## src/rtl/core/hmo_pkg.sv

```systemverilog
// Shared types, constants and the island color table of the heightmap overlay shader.
package hmo_pkg;

  // Register indexes on the configuration port (byte address is four times the index).
  typedef enum logic [2:0] {
    REG_Z_MIN         = 3'd0,
    REG_Z_SCALE       = 3'd1,
    REG_FRAME_WIDTH   = 3'd2,
    REG_FRAME_HEIGHT  = 3'd3,
    REG_MARKER_X      = 3'd4,
    REG_MARKER_Y      = 3'd5,
    REG_MARKER_ENABLE = 3'd6
  } reg_idx_e;

  localparam int unsigned APB_ADDR_BITS = 5;
  localparam int unsigned APB_DATA_BITS = 32;

  localparam logic [15:0] Z_MIN_RST        = 16'd0;
  localparam logic [23:0] Z_SCALE_RST      = 24'd65536;
  localparam logic [12:0] FRAME_WIDTH_RST  = 13'd1;
  localparam logic [12:0] FRAME_HEIGHT_RST = 13'd1;

  // Reciprocal of 60 used to split the island number: q = (id * 69905) >> 22 is
  // exact or one low for every 16-bit id.
  localparam logic [16:0] HUE_RECIP       = 17'd69905;
  localparam int unsigned HUE_RECIP_SHIFT = 22;
  localparam logic [6:0]  HUE_PERIOD      = 7'd60;

  localparam logic [7:0] ISLAND_RED  = 8'd242;
  localparam logic [7:0] ISLAND_BLUE = 8'd24;
  localparam logic [7:0] GRAY_MAX    = 8'd255;
  localparam logic [7:0] MARKER_RED   = 8'd0;
  localparam logic [7:0] MARKER_GREEN = 8'd255;
  localparam logic [7:0] MARKER_BLUE  = 8'd255;

  typedef struct packed {
    logic [15:0] z_min;
    logic [23:0] z_scale;
    logic [12:0] frame_width;
    logic [12:0] frame_height;
    logic [11:0] marker_x;
    logic [11:0] marker_y;
    logic        marker_enable;
  } cfg_t;

  // Raster position flags for the pixel being accepted.
  typedef struct packed {
    logic marker_hit;
    logic frame_end;
  } scan_t;

  // Contents of the input register stage.
  typedef struct packed {
    logic [16:0] height_diff;
    logic        island_valid;
    logic [15:0] island_number;
    logic [10:0] hue_quot;
    scan_t       scan;
  } stage_t;

  typedef struct packed {
    logic [7:0] red;
    logic [7:0] green;
    logic [7:0] blue;
    logic       frame_end;
  } pixel_t;

  // Island green channel indexed by island_number mod 60; the hue is (37 * id) mod 60
  // and green is floor(24.225 + 3.63375 * hue).
  function automatic logic [7:0] island_green(input logic [5:0] rem);
    logic [7:0] g;
    case (rem)
      6'd0:  g = 8'd24;   6'd1:  g = 8'd158;  6'd2:  g = 8'd75;   6'd3:  g = 8'd209;
      6'd4:  g = 8'd125;  6'd5:  g = 8'd42;   6'd6:  g = 8'd176;  6'd7:  g = 8'd93;
      6'd8:  g = 8'd227;  6'd9:  g = 8'd144;  6'd10: g = 8'd60;   6'd11: g = 8'd195;
      6'd12: g = 8'd111;  6'd13: g = 8'd27;   6'd14: g = 8'd162;  6'd15: g = 8'd78;
      6'd16: g = 8'd213;  6'd17: g = 8'd129;  6'd18: g = 8'd46;   6'd19: g = 8'd180;
      6'd20: g = 8'd96;   6'd21: g = 8'd231;  6'd22: g = 8'd147;  6'd23: g = 8'd64;
      6'd24: g = 8'd198;  6'd25: g = 8'd115;  6'd26: g = 8'd31;   6'd27: g = 8'd165;
      6'd28: g = 8'd82;   6'd29: g = 8'd216;  6'd30: g = 8'd133;  6'd31: g = 8'd49;
      6'd32: g = 8'd184;  6'd33: g = 8'd100;  6'd34: g = 8'd234;  6'd35: g = 8'd151;
      6'd36: g = 8'd67;   6'd37: g = 8'd202;  6'd38: g = 8'd118;  6'd39: g = 8'd35;
      6'd40: g = 8'd169;  6'd41: g = 8'd85;   6'd42: g = 8'd220;  6'd43: g = 8'd136;
      6'd44: g = 8'd53;   6'd45: g = 8'd187;  6'd46: g = 8'd104;  6'd47: g = 8'd238;
      6'd48: g = 8'd155;  6'd49: g = 8'd71;   6'd50: g = 8'd205;  6'd51: g = 8'd122;
      6'd52: g = 8'd38;   6'd53: g = 8'd173;  6'd54: g = 8'd89;   6'd55: g = 8'd224;
      6'd56: g = 8'd140;  6'd57: g = 8'd56;   6'd58: g = 8'd191;  6'd59: g = 8'd107;
      default: g = 8'd0;
    endcase
    return g;
  endfunction

endpackage

```

## src/rtl/core/hmo_cfg.sv

```systemverilog
// Configuration register file behind the APB-style port.
module hmo_cfg import hmo_pkg::*; (
  input  logic                     clk_i,
  input  logic                     rst_ni,
  input  logic                     psel,
  input  logic                     penable,
  input  logic                     pwrite,
  input  logic [APB_ADDR_BITS-1:0] paddr,
  input  logic [APB_DATA_BITS-1:0] pwdata,
  output logic [APB_DATA_BITS-1:0] prdata,
  output logic                     pready,
  output cfg_t                     cfg_o
);

  cfg_t       cfg_q, cfg_d;
  logic       wr_en;
  logic [2:0] idx;

  assign pready = 1'b1;
  assign wr_en  = psel & penable & pwrite;
  assign idx    = paddr[4:2];

  always_comb begin
    cfg_d = cfg_q;
    if (wr_en) begin
      case (idx)
        REG_Z_MIN:         cfg_d.z_min         = pwdata[15:0];
        REG_Z_SCALE:       cfg_d.z_scale       = pwdata[23:0];
        REG_FRAME_WIDTH:   cfg_d.frame_width   = pwdata[12:0];
        REG_FRAME_HEIGHT:  cfg_d.frame_height  = pwdata[12:0];
        REG_MARKER_X:      cfg_d.marker_x      = pwdata[11:0];
        REG_MARKER_Y:      cfg_d.marker_y      = pwdata[11:0];
        REG_MARKER_ENABLE: cfg_d.marker_enable = pwdata[0];
        default: ;
      endcase
    end
  end

  always_ff @(posedge clk_i or negedge rst_ni) begin
    if (!rst_ni) begin
      cfg_q.z_min         <= Z_MIN_RST;
      cfg_q.z_scale       <= Z_SCALE_RST;
      cfg_q.frame_width   <= FRAME_WIDTH_RST;
      cfg_q.frame_height  <= FRAME_HEIGHT_RST;
      cfg_q.marker_x      <= '0;
      cfg_q.marker_y      <= '0;
      cfg_q.marker_enable <= 1'b0;
    end else begin
      cfg_q <= cfg_d;
    end
  end

  always_comb begin
    case (idx)
      REG_Z_MIN:         prdata = {{16{cfg_q.z_min[15]}}, cfg_q.z_min};
      REG_Z_SCALE:       prdata = {8'd0, cfg_q.z_scale};
      REG_FRAME_WIDTH:   prdata = {19'd0, cfg_q.frame_width};
      REG_FRAME_HEIGHT:  prdata = {19'd0, cfg_q.frame_height};
      REG_MARKER_X:      prdata = {20'd0, cfg_q.marker_x};
      REG_MARKER_Y:      prdata = {20'd0, cfg_q.marker_y};
      REG_MARKER_ENABLE: prdata = {31'd0, cfg_q.marker_enable};
      default:           prdata = '0;
    endcase
  end

  assign cfg_o = cfg_q;

endmodule

```

## src/rtl/core/hmo_scan.sv

```systemverilog
// Raster column and row counters with marker and frame-end detection.
module hmo_scan import hmo_pkg::*; #(
  parameter int unsigned COORD_BITS = 12
) (
  input  logic  clk_i,
  input  logic  rst_ni,
  input  logic  advance_i,
  input  cfg_t  cfg_i,
  output scan_t scan_o
);

  // Compare widths with one spare bit so that increments cannot wrap.
  localparam int unsigned SIZE_W = ((COORD_BITS > 13) ? COORD_BITS : 13) + 1;
  localparam int unsigned MARK_W = ((COORD_BITS > 12) ? COORD_BITS : 12) + 1;

  logic [COORD_BITS-1:0] col_q, col_d, row_q, row_d;
  logic [SIZE_W-1:0]     col_next, row_next;
  logic [MARK_W-1:0]     col_m, row_m, mx_m, my_m;
  logic                  last_col, last_row, near_col, near_row;

  assign col_next = SIZE_W'(col_q) + SIZE_W'(1);
  assign row_next = SIZE_W'(row_q) + SIZE_W'(1);

  // A zero frame size acts as one, and a saturated counter always ends its line.
  assign last_col = (col_next >= SIZE_W'(cfg_i.frame_width)) || (&col_q);
  assign last_row = (row_next >= SIZE_W'(cfg_i.frame_height)) || (&row_q);

  assign col_m = MARK_W'(col_q);
  assign row_m = MARK_W'(row_q);
  assign mx_m  = MARK_W'(cfg_i.marker_x);
  assign my_m  = MARK_W'(cfg_i.marker_y);

  assign near_col = (col_m == mx_m) || (col_m == mx_m + MARK_W'(1)) ||
                    (col_m + MARK_W'(1) == mx_m);
  assign near_row = (row_m == my_m) || (row_m == my_m + MARK_W'(1)) ||
                    (row_m + MARK_W'(1) == my_m);

  assign scan_o.marker_hit = cfg_i.marker_enable & near_col & near_row;
  assign scan_o.frame_end  = last_col & last_row;

  always_comb begin
    col_d = col_q;
    row_d = row_q;
    if (advance_i) begin
      if (last_col) begin
        col_d = '0;
        row_d = last_row ? '0 : row_next[COORD_BITS-1:0];
      end else begin
        col_d = col_next[COORD_BITS-1:0];
      end
    end
  end

  always_ff @(posedge clk_i or negedge rst_ni) begin
    if (!rst_ni) begin
      col_q <= '0;
      row_q <= '0;
    end else begin
      col_q <= col_d;
      row_q <= row_d;
    end
  end

endmodule

```

## src/rtl/core/hmo_shade.sv

```systemverilog
// Color logic between the input register and the result register.
module hmo_shade import hmo_pkg::*; (
  input  stage_t      stage_i,
  input  logic [23:0] z_scale_i,
  output pixel_t      pixel_o
);

  logic [39:0] product;
  logic [7:0]  gray;
  logic [16:0] rem_wide;
  logic [6:0]  rem_raw;
  logic [5:0]  rem;
  logic [7:0]  isl_green;
  logic [8:0]  sum_r, sum_g, sum_b;

  // Only positive differences use the product, and those fit in 16 bits.
  assign product = {24'd0, stage_i.height_diff[15:0]} * {16'd0, z_scale_i};

  always_comb begin
    if (stage_i.height_diff[16] || (stage_i.height_diff == '0)) begin
      gray = '0;
    end else if (|product[39:24]) begin
      gray = GRAY_MAX;
    end else begin
      gray = product[23:16];
    end
  end

  // The stored quotient is exact or one low, so the remainder lies below 120.
  assign rem_wide = {1'b0, stage_i.island_number} -
                    ({6'd0, stage_i.hue_quot} << 6) + ({6'd0, stage_i.hue_quot} << 2);
  assign rem_raw  = rem_wide[6:0];
  assign rem      = (rem_raw >= HUE_PERIOD) ? 6'(rem_raw - HUE_PERIOD) : rem_raw[5:0];
  assign isl_green = island_green(rem);

  assign sum_r = {1'b0, gray} + {1'b0, ISLAND_RED};
  assign sum_g = {1'b0, gray} + {1'b0, isl_green};
  assign sum_b = {1'b0, gray} + {1'b0, ISLAND_BLUE};

  always_comb begin
    pixel_o.frame_end = stage_i.scan.frame_end;
    if (stage_i.scan.marker_hit) begin
      pixel_o.red   = MARKER_RED;
      pixel_o.green = MARKER_GREEN;
      pixel_o.blue  = MARKER_BLUE;
    end else if (stage_i.island_valid) begin
      pixel_o.red   = sum_r[8:1];
      pixel_o.green = sum_g[8:1];
      pixel_o.blue  = sum_b[8:1];
    end else begin
      pixel_o.red   = gray;
      pixel_o.green = gray;
      pixel_o.blue  = gray;
    end
  end

endmodule

```

## src/rtl/core/heightmap_overlay_pixel_shader.sv

```systemverilog
// Heightmap overlay shader: turns raster-order height samples into overlay colors.
//
// Pixels enter on the s_axis channel in raster order, one item per pixel; tdata
// carries the height sample and island number, tuser the island flag. Each item
// gives exactly one colored pixel on the m_axis channel, with tlast high on the
// last pixel of a frame. The block keeps its own column and row counters.
// The accepting edge loads the input register; the result register loads, raising
// m_axis_tvalid, on a later edge when it is free or being taken. One item is
// accepted every cycle while the result register is free or being taken, as both
// registers then advance together. When the receiver stalls, the input register
// still fills, so one further item is taken; after that s_axis_tready drops until
// the result is taken. Reset clears both registers' valid flags, the raster
// counters and the configuration registers (scale 1.0, frame 1x1, marker off).
// Configuration must be written by the user over the APB-style port only while
// no item is in flight; the block itself does not enforce this.
module heightmap_overlay_pixel_shader import hmo_pkg::*; #(
  parameter int unsigned COORD_BITS = 12
) (
  input  logic                     clk_i,
  input  logic                     rst_ni,
  input  logic                     s_axis_tvalid,
  output logic                     s_axis_tready,
  input  logic [31:0]              s_axis_tdata,  // height_sample, island_number
  input  logic                     s_axis_tuser,  // island_valid
  output logic                     m_axis_tvalid,
  input  logic                     m_axis_tready,
  output logic [23:0]              m_axis_tdata,  // red, green, blue
  output logic                     m_axis_tlast,
  input  logic                     psel,
  input  logic                     penable,
  input  logic                     pwrite,
  input  logic [APB_ADDR_BITS-1:0] paddr,
  input  logic [APB_DATA_BITS-1:0] pwdata,
  output logic [APB_DATA_BITS-1:0] prdata,
  output logic                     pready
);

  cfg_t        cfg;
  scan_t       scan;
  stage_t      stage_q, stage_d;
  pixel_t      pixel_q, pixel_d;
  logic        stage_vld_q, stage_vld_d;
  logic        out_vld_q, out_vld_d;
  logic        out_free, accept;
  logic [15:0] height, island_id;
  logic [32:0] quot_prod;

  hmo_cfg u_cfg (
    .clk_i   (clk_i),
    .rst_ni  (rst_ni),
    .psel    (psel),
    .penable (penable),
    .pwrite  (pwrite),
    .paddr   (paddr),
    .pwdata  (pwdata),
    .prdata  (prdata),
    .pready  (pready),
    .cfg_o   (cfg)
  );

  hmo_scan #(
    .COORD_BITS (COORD_BITS)
  ) u_scan (
    .clk_i     (clk_i),
    .rst_ni    (rst_ni),
    .advance_i (accept),
    .cfg_i     (cfg),
    .scan_o    (scan)
  );

  hmo_shade u_shade (
    .stage_i   (stage_q),
    .z_scale_i (cfg.z_scale),
    .pixel_o   (pixel_d)
  );

  assign out_free      = ~out_vld_q | m_axis_tready;
  assign s_axis_tready = ~stage_vld_q | out_free;
  assign accept        = s_axis_tvalid & s_axis_tready;

  assign height    = s_axis_tdata[15:0];
  assign island_id = s_axis_tdata[31:16];
  assign quot_prod = {17'd0, island_id} * {16'd0, HUE_RECIP};

  always_comb begin
    stage_d.height_diff   = $signed({height[15], height}) -
                            $signed({cfg.z_min[15], cfg.z_min});
    stage_d.island_valid  = s_axis_tuser;
    stage_d.island_number = island_id;
    stage_d.hue_quot      = quot_prod[HUE_RECIP_SHIFT +: 11];
    stage_d.scan          = scan;
  end

  always_comb begin
    stage_vld_d = stage_vld_q;
    if (accept) begin
      stage_vld_d = 1'b1;
    end else if (out_free) begin
      stage_vld_d = 1'b0;
    end
    out_vld_d = out_free ? stage_vld_q : out_vld_q;
  end

  always_ff @(posedge clk_i or negedge rst_ni) begin
    if (!rst_ni) begin
      stage_vld_q <= 1'b0;
      out_vld_q   <= 1'b0;
    end else begin
      stage_vld_q <= stage_vld_d;
      out_vld_q   <= out_vld_d;
    end
  end

  always_ff @(posedge clk_i) begin
    if (accept) begin
      stage_q <= stage_d;
    end
    if (out_free && stage_vld_q) begin
      pixel_q <= pixel_d;
    end
  end

  assign m_axis_tvalid = out_vld_q;
  assign m_axis_tdata  = {pixel_q.blue, pixel_q.green, pixel_q.red};
  assign m_axis_tlast  = pixel_q.frame_end;

endmodule

```

## config.mk

```make
export PLATFORM = sky130hd
export DESIGN_NAME = heightmap_overlay_pixel_shader
export DESIGN_NICKNAME = d
export VERILOG_FILES = /design/src/rtl/core/hmo_pkg.sv /design/src/rtl/core/hmo_cfg.sv /design/src/rtl/core/hmo_scan.sv /design/src/rtl/core/hmo_shade.sv /design/src/rtl/core/heightmap_overlay_pixel_shader.sv
export SDC_FILE = /design/constraint.sdc
export NUM_CORES = 1
export LEC_CHECK = 0
export ABC_AREA = 1
export BUFFER_PORTS_ARGS = -buffer_cell sky130_fd_sc_hd__buf_4
export CAP_MARGIN = 40
export CORE_ASPECT_RATIO = 0.9
export CORE_MARGIN = 2
export CORE_UTILIZATION = 23
export DETAILED_ROUTE_END_ITERATION = 7
export HOLD_SLACK_MARGIN = 0.05
export PLACE_DENSITY = 0.39
export SLEW_MARGIN = 20
export SYNTH_ARGS = -nofsm -noshare
export SYNTH_HDL_FRONTEND = slang
export SYNTH_SLANG_ARGS = --single-unit
export TNS_END_PERCENT = 1
```

## constraint.sdc

```tcl
create_clock -name clk_i -period 16.4 [get_ports clk_i]
set_input_delay 3.28 -clock clk_i [delete_from_list [all_inputs] [get_ports clk_i]]
set_output_delay 3.28 -clock clk_i [all_outputs]
set_load 0.02 [all_outputs]
```

# Word-level counts from Yosys, hierarchy flattened
# Memories as Yosys holds them, arrays and structs flattened.
# Index checks and enable logic that the tools add are counted.
[totals]
ramBits = 0
elab_cells = 93
mem_bits_ro = 512
latchBits = 0
regBits = 174
mem_count = 1
[op_classes]
reduce_logical = 22
add_sub_neg = 13
div_mod_pow = 0
bitwise = 10
magnitude_cmp = 3
shift = 0
n_mux = 9
multipliers = 2
eq_ne = 12
[mem_list]
columns = ["memory", "words", "width", "rd", "rd_ports_with_merged_regs", "write_ports", "line_no", "text"]
rows = [
  ["(no name shown)", 64, 8, 1, 0, 0, "hmo_pkg.sv:72", "case (rem)"],
]
[op_table]
columns = ["cell", "n"]
rows = [
  ["$pmux 32 s7", 1],
  ["$add 12x1->13 const B", 6],
  ["$mul 16x24->40", 1],
  ["$ge 14x13->1", 2],
  ["$mul 16x17->27 const B", 1],
  ["$eq 12x13->1", 2],
  ["$eq 13x12->1", 2],
  ["$eq 12x12->1", 2],
  ["$mux 12", 2],
  ["$mux 24", 1],
  ["$reduce_and 12->1", 2],
  ["$logic_not 17->1", 1],
  ["$sub 16x16->17", 1],
  ["$mux 8", 2],
  ["$reduce_and 2->1", 8],
  ["$reduce_or 16->1", 1],
  ["$add 8x5->9 const B", 1],
  ["$add 8x8->9", 1],
  ["$add 8x8->9 const B", 1],
  ["$eq 3x3->1 const B", 3],
  ["$add 7x7->7", 1],
  ["$ge 7x6->1 const B", 1],
  ["$logic_or 1x1->1", 7],
  ["$sub 7x7->7", 1],
  ["other kinds (11)", 20],
]

# Logic depth before layout (Yosys ltp)
# Gate-level depths: netlist (run 1).
# An unclocked memory read counts as a cell.
[logic_depth]
depth_word = 7
ltp_mapped = 47
mapped_depth_nobuf = 45

# Modules after synthesis
# Synthesis (run 1) repeated with hierarchy kept, for this count alone.
[hier_totals]
cells_unflattened = 4353
area_unflattened_um2 = 30171.4
[by_module_without_submodules]
columns = ["module", "instances", "seq_area_each_um2", "cells_per_inst", "area_each_um2"]
rows = [
  ["hmo_shade", 1, 0.0, 2397, 15846.4],
  ["heightmap_overlay_pixel_shader", 1, 2212.1, 719, 5999.5],
  ["hmo_cfg", 1, 2280.9, 597, 4684.5],
  ["hmo_scan", 1, 600.6, 640, 3641.0],
]

# Worst setup path after synthesis (run 1)
# No wires, ideal clock.
[synth_timing]
path_type = "input -> output"
startpoint = "in paddr[4]"
endpoint = "out prdata[15]"
slack_ns = 8.129
cell_stages = 7
arrival_time_ns = 4.991
cell_sequence = "clkbuf_1 -> inv_1 -> nand2_1 -> clkbuf_1 -> nor2_1 -> clkinv_1 -> nand2_1"
[synth_via]
elab_chain_cells = 2
[synth_rtl]
columns = ["item", "line_no", "text"]
rows = [
  ["start, declared", "heightmap_overlay_pixel_shader.sv:32", "input logic [APB_ADDR_BITS-1:0] paddr,"],
  ["$eq 3x3->1, or another cell as far along", "hmo_cfg.sv:54", "case (idx)"],
  ["$pmux 32 s7 *", "hmo_cfg.sv:54", ""],
  ["end, declared", "heightmap_overlay_pixel_shader.sv:34", "output logic [APB_DATA_BITS-1:0] prdata,"],
]
# Every way passes the cells marked *; elsewhere a longest branch is shown, timed or not.

# Worst setup path in the final report (run 1)
[layout_timing]
startpoint = "in paddr[3]"
endpoint = "out prdata[23]"
# Same word-level chain as after synthesis.

==> results of run 1 <==
layer usage:
layer | vias up | part of all wire | track usage
li1 | 11008 | - | -
met1 | 10653 | 0.50 | 0.2091
met2 | 371 | 0.45 | 0.2311
met3 | 44 | 0.033 | 0.01937
met4 | 0 | 0.0099 | 0.02506
met5 | - | 0 | 0
layout make-up:
| type | instances | area [sq um] | share of cell area |
|---|---|---|---|
| multi-input cells | 2373 | 18180 | 0.5982 |
| well taps | 1560 | 1952 | 0.06421 |
| clock inverters | 15 | 203.9 | 0.006709 |
| flip-flops and latches | 174 | 4643 | 0.1527 |
| repair buffers | 179 | 1516 | 0.04988 |
| clock buffers | 17 | 425.4 | 0.01399 |
| inverters | 925 | 3475 | 0.1143 |
stage by stage:
stage | instances | area, sq um
6_report | 5243 | 30400
5_1_grt | 5243 | 30400
3_5_place_dp | 5208 | 29710
3_3_place_gp | 5189 | 29440
4_1_cts | 5240 | 30340
2_1_floorplan | 3612 | 26860
logic make-up (layout without fill, tap and decap cells):
logic type / count (synthesis) / count (layout) / share of synthesized area
multiplexers: 8 / 8 / 0.003354
flip-flops: 174 / 174 / 0.1729
other: 1 / 1 / 0.0001396
buffers and inverters: 1065 / 1136 / 0.1511
AND/OR/NAND/NOR: 1311 / 1311 / 0.2016
AO/OA/AOI/OAI: 392 / 392 / 0.08455
adder cells (fa/ha/maj): 571 / 571 / 0.3568
XOR/XNOR: 90 / 90 / 0.02963
layout by cell type, fill, tap and decap left out, types with 6 or more instances in the layout:
master and instances:
o211ai_1 8, nor4_1 11, nand2_4 6, clkbuf_16 17, buf_4 157, edfxtp_1 57
o22ai_1 21, a21oi_1 105, nor2_1 134, inv_1 912, ha_1 246, nand4_1 20
inv_2 8, nor3_1 29, o21bai_1 13, o21ai_1 7, dfrtp_1 114, a221oi_1 12
o21ai_0 166, or2_2 7, buf_8 17, o221ai_1 8, xnor2_1 26, clkinv_8 6
nand2_1 939, fa_1 325, mux2_2 8, nand3_1 119, o21a_1 7, a31oi_1 8
nand2_2 21, xor2_1 63
how the worst max path moves through the flow:
stage,endpoint,cells past startpoint
4_1_cts,prdata[18],7
2_1_floorplan,prdata[15],7
5_1_grt,m_axis_tdata[13],36
3_3_place_gp,prdata[3],8
3_5_place_dp,prdata[18],7
6_report,prdata[23],7
registers in the layout, indices dropped and copies added, names as in the netlist:
register	flops
u_cfg.cfg_o	91
stage_q	32
m_axis_tdata	24
u_scan.col_q	12
u_scan.row_q	12
m_axis_tlast	1
m_axis_tvalid	1
stage_vld_q	1
==> flow_metrics.py, run 1 <==
metrics = {
    "placed_design": {
        "dp_hpwl_microns": 68050,
        "gp_congestion": 0.8557,
        "io_buffers": 125,
        "dp_slack_ns": 7.809,
    },
    "timing": {
        "period_share": 0.5218,
        "finalMaxSlewViolations": 0,
        "max_slew_margin": 0.4644,
        "fin_ws_ns": 7.842,
        "rsz0062_at_grt": "false",
        "timing.setup.tns_ns": 0,
        "finalSetupViolCount": 0,
        "hold_slack_ns": 0.4368,
        "max_freq_mhz": 116.9,
        "fin_skew_ns": 0.01706,
        "hold_viol": 0,
        "worst_pin_slew_ns": 0.8015,
        "period_minus_slack_ns": 8.558,
    },
    "logic_synthesis": {
        "synth_top_area_share": 0.2422,
        "yosysWarnings": 0,
        "synth.largest_area_cell": "fa_1",
        "yosysMostFrequentCell": "nand2_1",
        "synth_area_leaders": "fa_1 (24%), nand2_1 (13%), inv_1 (13%), ha_1 (11%), dfrtp_1 (11%)",
        "synth_area_sq_mm": 0.02686,
        "syn_avg_cell_area_sq_um": 7.437,
        "synth-edff-count": 57,
        "yosysSeqAreaShare": 0.1729,
        "synthTopCellsByCount": "nand2_1 (939), inv_1 (913), fa_1 (325)",
        "ys.flop_type": "dfrtp_1",
        "netlist_instances": 3612,
        "synth-async-reset-ratio": 0.6724,
        "syn_nets": 4260,
        "synth.distinct_cells": 66,
        "synth-seq-cells": 174,
    },
    "setup_path": {
        "critPathKind": "in2out",
        "startpoint_type": "input port",
        "r2r_end": "m_axis_tdata[13]",
        "crit_family": "simple AND/OR/NAND/NOR gates",
        "r2r_slack_ns": 8.01,
        "crit_required_ns": 13.12,
        "end_kind": "output pin",
        "slowest_delay_ns": 0.62,
        "worst-path-max-fanout": 16,
        "critical_path_arrival_ns": 5.28,
        "critPathBufInv": 3,
        "cp_cell_sequence": "buf_4, nor2_1, nand2_1, nor2_1, clkinv_1, nand2_1, buf_4",
        "reg2regPathDepth": 36,
        "cp_slowest_cell": "nor2_1",
        "crit_start": "paddr[3]",
        "r2r-start": "u_cfg.cfg_o[67]",
    },
    "routing": {
        "via_count": 22076,
        "dr.first_iter.drc_count": 1252,
        "dr.pass1.iters": 6,
        "drc": 0,
        "viasPerCell": 4.211,
        "wl_per_cell_microns": 16.00,
        "wl_microns": 83870,
        "postRouteAntennaNets": 0,
    },
    "global_routing": {
        "grt_pass1_vias": 22824,
        "track_usage": 0.1446,
        "gr-total-overflow": 0,
        "antenna_found_initial": 1,
        "grt_max_degree": 75,
        "grt_first_pass_wirelength_microns": 133200,
    },
    "floorplanning": {
        "chipWidth_microns": 364.2,
        "fp.dieH_microns": 328.2,
        "num_io_pins": 137,
        "dieArea_sq_mm": 0.1195,
        "core-area_sq_mm": 0.1155,
        "start_util": 0.2326,
        "rows": 118,
    },
    "finish": {
        "diodes": 0,
        "nets": 4318,
        "area_growth_pct": 13.17,
        "post-route-util": 0.2633,
        "fillers": 12986,
        "layout-drive-gt1-share": 0.07765,
    },
    "clock_tree": {
        "cts_resized": 0,
        "clock_latency_ns": 0.53,
        "cts_max_path_buffers": 2,
        "postCtsSetupBuffers": 0,
        "cts_tree": "built",
        "postCtsHoldBufs": 0,
        "cts-root-buf": "clkbuf_16",
        "htreeDepth": 4,
        "clk_pin_slew_ns": 0.08,
        "cts.sinks": 174,
        "numCtsBuffers": 17,
    },
    "min_path": {
        "hold_end": "m_axis_tlast",
        "hold_depth": 0,
        "hold_class": "reg2reg",
        "hp-start": "stage_q[0]",
    },
    "job": {
        "drv_cap": 0,
    },
    "outcome": {
        "outcome": "finished clean",
    },
}
Power of run 1 is left out: the tool's default activity adds up to more than one toggle a clock period on the data nets, which glitch-free logic cannot reach.
==> run 2, diff against run 1 <==
--- a/config.mk
+++ b/config.mk
@@ -5,7 +5,7 @@
 export SDC_FILE = /design/constraint.sdc
 export NUM_CORES = 1
 export LEC_CHECK = 0
-export ABC_AREA = 1
+export ABC_AREA = 0
 export BUFFER_PORTS_ARGS = -buffer_cell sky130_fd_sc_hd__buf_4
 export CAP_MARGIN = 40
 export CORE_ASPECT_RATIO = 0.9
@@ -13,7 +13,7 @@
 export CORE_UTILIZATION = 23
 export DETAILED_ROUTE_END_ITERATION = 7
 export HOLD_SLACK_MARGIN = 0.05
-export PLACE_DENSITY = 0.39
+export PLACE_DENSITY = 0.4
 export SLEW_MARGIN = 20
 export SYNTH_ARGS = -nofsm -noshare
 export SYNTH_HDL_FRONTEND = slang
==> constraint.sdc (replaced) <==
create_clock -name clk_i -period 7.1 [get_ports clk_i]
set_input_delay 1.42 -clock clk_i [delete_from_list [all_inputs] [get_ports clk_i]]
set_output_delay 1.42 -clock clk_i [all_outputs]
set_load 0.02 [all_outputs]
==> run 2 against run 1 <==
  * The flow now finishes with violations (negative setup slack)
  * Global-route usage barely moved
  * Setup slack worse by 8.7 ns
  * Area after synthesis is 0.57% higher
  * Design area grew 8.8%
  * Synthesized cell count decreased by 14%
  * Die area up 0.57%
  * Sequential share of layout area decreased by 1.2 points
  * Clock-buffer cell count rose by 4
  * Highest routed layer unchanged
==> flow_metrics.py, run 2 <==
metrics = {
    "setup_path": {
        "reg2regPathDepth": 31,
        "crit_top_cell": "fa_1",
        "critPathKind": "reg2reg",
        "cp_slowest_cell": "fa_1",
        "r2r-start": "stage_q[36]",
        "worst-path-max-fanout": 21,
        "critical_path_arrival_ns": 8.16,
        "crit_required_ns": 7.34,
        "slowest_delay_ns": 0.55,
        "end_kind": "register",
        "r2r_slack_ns": -0.82,
        "r2r_end": "m_axis_tdata[11]",
        "startpoint_type": "register",
    },
    "placed_design": {
        "gp_congestion": 0.8200,
        "io_buffers": 125,
        "dp_cells": 4921,
        "dp_slack_ns": -1.084,
        "dp_hpwl_microns": 69950,
        "post_dp_cell_area_sq_mm": 0.03213,
    },
    "routing": {
        "via_count": 21742,
        "dr.pass1.iters": 7,
        "wl_met1_microns": 42710,
        "wl_microns": 84200,
        "viasPerCell": 4.377,
        "wl_per_cell_microns": 16.95,
        "wl_met2_microns": 38070,
        "highest_layer": "met4",
        "drc": 0,
        "postRouteAntennaNets": 0,
        "wl_met3_microns": 2585,
        "dr.first_iter.drc_count": 1218,
    },
    "clock_tree": {
        "htreeDepth": 4,
        "cts-root-buf": "clkbuf_16",
        "clock_latency_ns": 0.52,
        "cts_max_path_buffers": 2,
        "clk_pin_slew_ns": 0.08,
        "cts.sinks": 174,
        "cts_tree": "built",
        "numCtsBuffers": 17,
    },
    "global_routing": {
        "gr-total-overflow": 0,
        "antenna_found_initial": 1,
        "track_usage": 0.1443,
        "grt_first_pass_wirelength_microns": 134500,
        "grt_max_degree": 59,
        "grt_pass1_vias": 22708,
    },
    "logic_synthesis": {
        "synth-seq-cells": 174,
        "synth-edff-count": 57,
        "yosysSeqAreaShare": 0.1719,
        "synth-async-reset-ratio": 0.6724,
        "synth_area_leaders": "fa_1 (24%), ha_1 (11%), dfrtp_1 (11%), inv_1 (6.8%), edfxtp_1 (6.3%)",
        "synth.largest_area_cell": "fa_1",
        "synthTopCellsByCount": "inv_1 (490), nand2_1 (344), fa_1 (325)",
        "synth_area_sq_mm": 0.02701,
        "synth.distinct_cells": 97,
        "ys.flop_type": "dfrtp_1",
        "netlist_instances": 3093,
        "syn_nets": 3741,
        "yosysWarnings": 0,
        "yosysMostFrequentCell": "inv_1",
        "syn_avg_cell_area_sq_um": 8.734,
        "synth_top_area_share": 0.2408,
    },
    "finish": {
        "design_area_sq_mm": 0.03309,
        "area_growth_pct": 22.48,
        "largest_reg_flops": 91,
        "nets": 4029,
        "layout-drive-gt1-share": 0.1974,
        "layout.cells.most_common": "inv_1",
        "stdcell_count": 4967,
        "mostFrequentLayoutCells": "inv_1 (486), buf_4 (399), nand2_1 (336)",
        "diodes": 0,
    },
    "timing": {
        "fin_ws_ns": -0.8159,
        "period_minus_slack_ns": 7.916,
        "period_share": 1.115,
        "max_freq_mhz": 126.3,
        "finalSetupViolCount": 21,
        "fin_skew_ns": 0.01941,
        "rsz0062_at_grt": "true",
        "worst_pin_slew_ns": 0.7350,
        "hold_viol": 0,
        "max_slew_margin": 0.5088,
        "finalMaxSlewViolations": 0,
    },
    "floorplanning": {
        "start_util": 0.2314,
        "num_io_pins": 137,
        "dieArea_sq_mm": 0.1202,
        "chipWidth_microns": 365.3,
        "core-area_sq_mm": 0.1167,
        "rows": 119,
        "fp.dieH_microns": 329.1,
    },
    "min_path": {
        "hold_end": "m_axis_tlast",
        "hold_depth": 0,
        "hold_class": "reg2reg",
        "hp-start": "stage_q[0]",
    },
    "outcome": {
        "outcome": "complete, but fails checks",
        "violations": "negative setup slack",
    },
    "job": {
        "drv_cap": 0,
    },
}
run 2: changes by cell type after synthesis, moves of 27 or more:
cell,delta
a21o_1,+41
and2_1,+217
inv_1,-423
mux2_2,+52
mux2i_1,+27
nand2_1,-595
nand3_1,-73
o21ai_0,-28
xnor2_1,+39
run 2: how the worst max path moves through the flow:
| stage | start | end | depth (start not counted) |
|---|---|---|---|
| after detailed placement | u_cfg.cfg_o[57] | m_axis_tdata[14] | 27 |
| after CTS | stage_q[36] | m_axis_tdata[11] | 30 |
| after global routing | u_cfg.cfg_o[60] | m_axis_tdata[13] | 28 |
| final | stage_q[36] | m_axis_tdata[11] | 31 |
| after global placement | u_cfg.cfg_o[57] | m_axis_tdata[14] | 30 |
| after floorplan | stage_q[34] | m_axis_tdata[13] | 30 |
run 2: metrics by stage:
step	hold WS [ns]	setup TNS [ns]	utilization
after CTS	0.4918	-11.50	0.2818
after floorplan	0.4003	-2.696	-
after detailed placement	0.4693	-14.89	0.2753
final	0.4622	-9.837	0.2834
after global routing	0.4972	-17.73	0.2834
after global placement	0.4687	-14.32	0.2748
run 2: cell families after synthesis:
group           Yosys count  share of synthesized area
other cells               1                  0.0001388
xor+xnor                107                    0.03525
flops                   174                     0.1719
fa+ha+maj               575                     0.3563
compound gates          515                     0.1217
mux                      99                    0.04474
simple gates            965                     0.1766
buf+inv                 657                    0.09342
run 2: what timing repair did:
| item | 4_1_cts | 5_1_grt |
|---|---|---|
| gates cloned | 0 | 0 |
| buffers inserted | 8 | 5 |
| gates resized for setup | 26 | 38 |
| setup endpoints to repair | 24 | 24 |
| hold buffers | 0 | 0 |
| pin swaps | 10 | 18 |
run 2: routing by layer:
| metal | track usage | up-vias |
|---|---|---|
| li1 | - | 10727 |
| met1 | 0.2078 | 10729 |
| met2 | 0.2303 | 250 |
| met3 | 0.02089 | 36 |
| met4 | 0.02621 | 0 |
| met5 | 0 | - |
run 2: worst max-delay path, delay by kind of cell (launching register included):
family / cells / cell delay, ns
fa+ha+maj: 8 / 3.73
compound gates: 9 / 1.41
buf+inv: 8 / 0.91
simple gates: 3 / 0.65
flops: 1 / 0.42
xor+xnor: 2 / 0.31
mux: 1 / 0.17
run 2: final cells by class:
| type | count | area [sq um] |
|---|---|---|
| tap | 1573 | 1968 |
| fill | 12582 | 83650 |
| inverter | 494 | 1854 |
| timing repair buffer | 432 | 3608 |
| multi-input combinational | 2262 | 20410 |
| clock inverter | 11 | 112.6 |
| sequential | 174 | 4656 |
| clock buffer | 21 | 481.7 |
Power of run 2 is left out for the same reason.
